$ cat config.mk
export PLATFORM = sky130hd
export DESIGN_NAME = hwfft_bfly
export DESIGN_NICKNAME = d
export VERILOG_FILES = /design/src/rtl/hwfft_pkg.sv /design/src/rtl/hwfft_bfly.sv
export SDC_FILE = /design/constraint.sdc
export NUM_CORES = 2
export LEC_CHECK = 0
export ABC_CLOCK_PERIOD_IN_PS = 24600
export BUFFER_PORTS_ARGS = -buffer_cell sky130_fd_sc_hd__buf_2
export CAP_MARGIN = 0
export CORE_MARGIN = 4
export CORE_UTILIZATION = 50
export CTS_CLUSTER_DIAMETER = 60
export DETAILED_ROUTE_END_ITERATION = 16
export GPL_ROUTABILITY_DRIVEN = 0
export PLACE_DENSITY = 0.72
export SKIP_CTS_REPAIR_TIMING = 1
export SYNTH_ARGS = -nofsm -noshare
export SYNTH_HDL_FRONTEND = slang
export SYNTH_SLANG_ARGS = --single-unit
export TNS_END_PERCENT = 5
$ cat constraint.sdc
create_clock -name clk_i -period 24.6 [get_ports clk_i]
set_input_delay 4.92 -clock clk_i [delete_from_list [all_inputs] [get_ports clk_i]]
set_output_delay 4.92 -clock clk_i [all_outputs]
set_load 0.1 [all_outputs]
$ cat src/rtl/hwfft_pkg.sv
// ----------------------------------------------------------------------------
// hwfft_pkg
// Shared constants, cosine table and small helpers for the windowed FFT.
// ----------------------------------------------------------------------------
package hwfft_pkg;

  localparam int MAX_POINTS = 64;
  localparam int MAX_LOG2   = $clog2(MAX_POINTS);
  localparam int AW         = 6;    // store address width (cosine table resolution)
  localparam int SW         = 23;   // stored and output sample width
  localparam int CW         = 17;   // signed cosine width

  localparam logic signed [SW-1:0] SAT_MAX = 23'sh3FFFFF;
  localparam logic signed [SW-1:0] SAT_MIN = -23'sh400000;
  localparam logic signed [17:0]   WIN_A   = 18'sd17641;
  localparam logic signed [16:0]   WIN_B   = 17'sd15127;

  // quarter wave of cos(2 pi k / 64) in q1.15
  localparam logic [15:0] QUARTER_COS [17] = '{
    16'd32767, 16'd32610, 16'd32138, 16'd31357, 16'd30274, 16'd28899,
    16'd27246, 16'd25330, 16'd23170, 16'd20788, 16'd18205, 16'd15447,
    16'd12540, 16'd9512,  16'd6393,  16'd3212,  16'd0
  };

  // full wave cosine from the quarter table
  function automatic logic signed [CW-1:0] rom_cos(input logic [AW-1:0] k);
    logic signed [CW-1:0] v;
    v = '0;
    if (k <= 6'd16) begin
      v = $signed({1'b0, QUARTER_COS[5'(k)]});
    end else if (k <= 6'd32) begin
      v = -$signed({1'b0, QUARTER_COS[5'(6'd32 - k)]});
    end else if (k <= 6'd48) begin
      v = -$signed({1'b0, QUARTER_COS[5'(k - 6'd32)]});
    end else begin
      v = $signed({1'b0, QUARTER_COS[5'(7'd64 - {1'b0, k})]});
    end
    return v;
  endfunction

  // saturate a 27-bit value to the stored width
  function automatic logic signed [SW-1:0] sat23(input logic signed [26:0] v);
    logic signed [SW-1:0] r;
    if (v > 27'(SAT_MAX)) begin
      r = SAT_MAX;
    end else if (v < 27'(SAT_MIN)) begin
      r = SAT_MIN;
    end else begin
      r = v[SW-1:0];
    end
    return r;
  endfunction

endpackage

$ cat src/rtl/hwfft_bfly.sv
// ----------------------------------------------------------------------------
// hwfft_bfly
// Radix-2 butterfly: registered twiddle products, then round, add and saturate.
// ----------------------------------------------------------------------------
module hwfft_bfly (
  input  logic                              clk_i,
  input  logic                              mul_en_i,
  input  logic signed [hwfft_pkg::SW-1:0]   a_re_i,
  input  logic signed [hwfft_pkg::SW-1:0]   a_im_i,
  input  logic signed [hwfft_pkg::SW-1:0]   b_re_i,
  input  logic signed [hwfft_pkg::SW-1:0]   b_im_i,
  input  logic        [hwfft_pkg::AW-1:0]   tw_i,
  output logic signed [hwfft_pkg::SW-1:0]   sum_re_o,
  output logic signed [hwfft_pkg::SW-1:0]   sum_im_o,
  output logic signed [hwfft_pkg::SW-1:0]   dif_re_o,
  output logic signed [hwfft_pkg::SW-1:0]   dif_im_o
);
  import hwfft_pkg::*;

  logic signed [CW-1:0] cos_w, sin_w;
  logic signed [39:0]   p_rc_q, p_id_q, p_rd_q, p_ic_q;
  logic signed [40:0]   t_re_full, t_im_full;
  logic signed [25:0]   t_re, t_im;

  // twiddle is cos - j sin, sin taken from the table three quarter turns on
  assign cos_w = rom_cos(tw_i);
  assign sin_w = -rom_cos(tw_i + 6'd48);

  // product registers
  always_ff @(posedge clk_i) begin
    if (mul_en_i) begin
      p_rc_q <= 40'(b_re_i * cos_w);
      p_id_q <= 40'(b_im_i * sin_w);
      p_rd_q <= 40'(b_re_i * sin_w);
      p_ic_q <= 40'(b_im_i * cos_w);
    end
  end

  // round to nearest, ties up; unit twiddle bypasses the products
  always_comb begin
    t_re_full = 41'(p_rc_q) - 41'(p_id_q) + 41'sd16384;
    t_im_full = 41'(p_rd_q) + 41'(p_ic_q) + 41'sd16384;
    if (tw_i == '0) begin
      t_re = 26'(b_re_i);
      t_im = 26'(b_im_i);
    end else begin
      t_re = t_re_full[40:15];
      t_im = t_im_full[40:15];
    end
  end

  assign sum_re_o = sat23(27'(a_re_i) + 27'(t_re));
  assign sum_im_o = sat23(27'(a_im_i) + 27'(t_im));
  assign dif_re_o = sat23(27'(a_re_i) - 27'(t_re));
  assign dif_im_o = sat23(27'(a_im_i) - 27'(t_im));

endmodule

==> results.tsv <==
metric	value	unit
Total Die Area	154000	sq um
area delta synth->final	4.58	%
total stage count of the critical path	22	
DR WL/cell	22.0	um
post-synthesis adder-cell area fraction	53.2	%
synthesized cell area	73800	sq um
worst-path maximum fanout	68	
Via density	5.79	
gr ovfl total	0	
largest family of logic cells by synthesized area	adder cells	
Max Freq	55.1	MHz
most frequent cells in the layout	inv_1, fa_1, nand2_1	
Compound-Gate Fraction of Synth Area	9.76	%
share of layout cells above drive strength 1	5.46	%
CP peak stage delay	0.96	ns
Rel. slew slack	13.8	%
clk root buf	clkbuf_16	
DR iter-0 viols	5303	
fin nets	10600	
Place WS	6.81	ns
Die Span Y	392	um
first-pass GRT wire length	355000	um
final worst slack	6.44	ns
Fin Hold WS	5.20	ns
DRT Pass-1 Iters	6	
Final Slew Violations	0	
Clock Pin Slew Worst Setup and Hold Paths	0.08	ns
initial antenna violation count	14	
most common cell after layout, fill and taps aside	inv_1	
Setup crit end kind	primary output	
Final HPWL DP	175000	um
row cnt	140	
Total GRT Usage	30.1	%
H-tree levels	4	
CTS tree	done	
Routed Wire Length	225000	um
Buf/Inv on CP	5	
fin crit share	73.8	%
core area	146000	sq um
outcome	completed	
max cap viols	0	
vias in the first global route	63000	
IO Count	192	
Main synth FF type	edfxtp_1	
register area	4800	sq um
post-layout min period	18.16	ns
critical path's top delay family	compound AO/OA/AOI/OAI gates	
vias post-DR	59200	
Critical Path Start Type	input pin	
clock buffer depth	2	
Worst Hold Class	input pin to flop	
pin count of the biggest net entering global routing	106	
Net Count, Synth	10700	
final-report setup violation count	0	
synth unique cells	113	
Seq cells post-synth	160	
antenna-violating nets left	0	
Syn Inst Count	8385	
number of buffers created by CTS	17	
EDFF count, synth	160	
PortBufs	191	
Avg Inst Size Synth	8.80	sq um
Fill cells	13300	
Warnings, synthesis	0	
final hold violations	0	
Die X	392	um
post-synthesis sequential area ratio	6.51	%
Starting Density	50.5	%
area of the multi-input gates	60900	sq um
Post-Synth XOR/XNOR Area	3.72	%
Post-Synth Simple-Gate Area	15.1	%
crit path DAT	13.24	ns
CTS Sinks	160	
unrepaired setup endpoints after global routing	false	
asr flop ratio synth	0	%
WP data required	19.68	ns
CP cell instances	buf_2 > inv_1 > ha_1 > nor3b_2 > and2_4 > buf_4 > nor2_1 > o31a_1 > a21o_1 > ha_1 > inv_1 > o21bai_1 > a2111oi_0 > nor4_1 > nor3_1 > o41ai_1 > a31o_2 > a211oi_1 > o22ai_1 > o21ai_1 > o21ai_0 > buf_2	
Least-Margin Pin Slew	1.26	ns
critical path launch point	tw_i[1]	
critical path's slowest cell	nor3b_2	
post-synthesis mux area share	0.324	%
worst setup path endpoint	sum_re_o[3]	
Util after Layout	52.8	%
Setup CP Type	input pin to primary output	
Residual DRC	0	
Setup TNS	0	ns
## synthesized netlist by cell type (all sizes together), types with 24 or more instances
library cell | count | area (sq um)
buf | 97 | 534
a211oi | 27 | 208
ha | 662 | 8280
xnor2 | 247 | 2180
nand4 | 36 | 246
nor2 | 518 | 1950
a21oi | 288 | 1450
o21ai | 234 | 1170
clkbuf | 313 | 1170
a21o | 149 | 1120
xor2 | 65 | 569
nor3 | 87 | 445
fa | 1548 | 31000
edfxtp | 160 | 4800
nand3 | 59 | 295
o211ai | 24 | 180
and2 | 338 | 2120
or2 | 27 | 169
a31oi | 39 | 256
nand2 | 1043 | 3930
o21a | 52 | 390
nand2b | 81 | 507
and3 | 83 | 519
o21bai | 48 | 360
inv | 1776 | 6670
o31ai | 40 | 305
nor2b | 50 | 313
## through the flow
stage / cell area (sq um) / instances
after detailed placement: 76500 / 10200
after global placement: 76500 / 10200
after floorplan: 73800 / 8385
after global routing: 77100 / 10200
final: 77100 / 10200
after CTS: 77100 / 10200
## routing by layer
layer / vias to the layer above / GRT usage [%] / wire, um
met2: 3161 / 47.7 / 102000
li1: 25600 / - / -
met4: 8 / 18.7 / 17200
met3: 817 / 7.59 / 23900
met5: - / 0.223 / 107
met1: 29600 / 37.0 / 81800
## cells by family (layout without fill, tap and decap cells)
family	after synthesis	count (layout)
other cells	0	13
buf+inv	2192	2110
fa+ha+maj	2210	2210
xor+xnor	312	312
flops	160	160
simple gates	2398	2398
compound gates	1094	1094
mux	19	19
## area by class of cell
cell class | count | area share [%]
multi-input cells | 6033 | 78.9
inverters | 1782 | 8.67
repair buffers | 296 | 2.27
diodes | 13 | 0.0422
clock inverters | 15 | 0.247
clock buffers | 17 | 0.551
flip-flops and latches | 160 | 6.23
well taps | 1917 | 3.11
## registers in the layout, indices dropped and copies added (netlist names)
signal	flops
p_ic_q	40
p_id_q	40
p_rc_q	40
p_rd_q	40
## worst min-delay path by stage
stage,cells past startpoint,end,startpoint
after floorplan,0,p_ic_q[0],mul_en_i
after global routing,1,p_rc_q[1],mul_en_i
after detailed placement,1,p_rc_q[1],mul_en_i
after CTS,1,p_rc_q[1],mul_en_i
after global placement,1,p_rc_q[1],mul_en_i
final,1,p_rc_q[1],mul_en_i
Power is left out: the tool's default activity adds up to more than one toggle a clock period on the data nets, which glitch-free logic cannot reach.
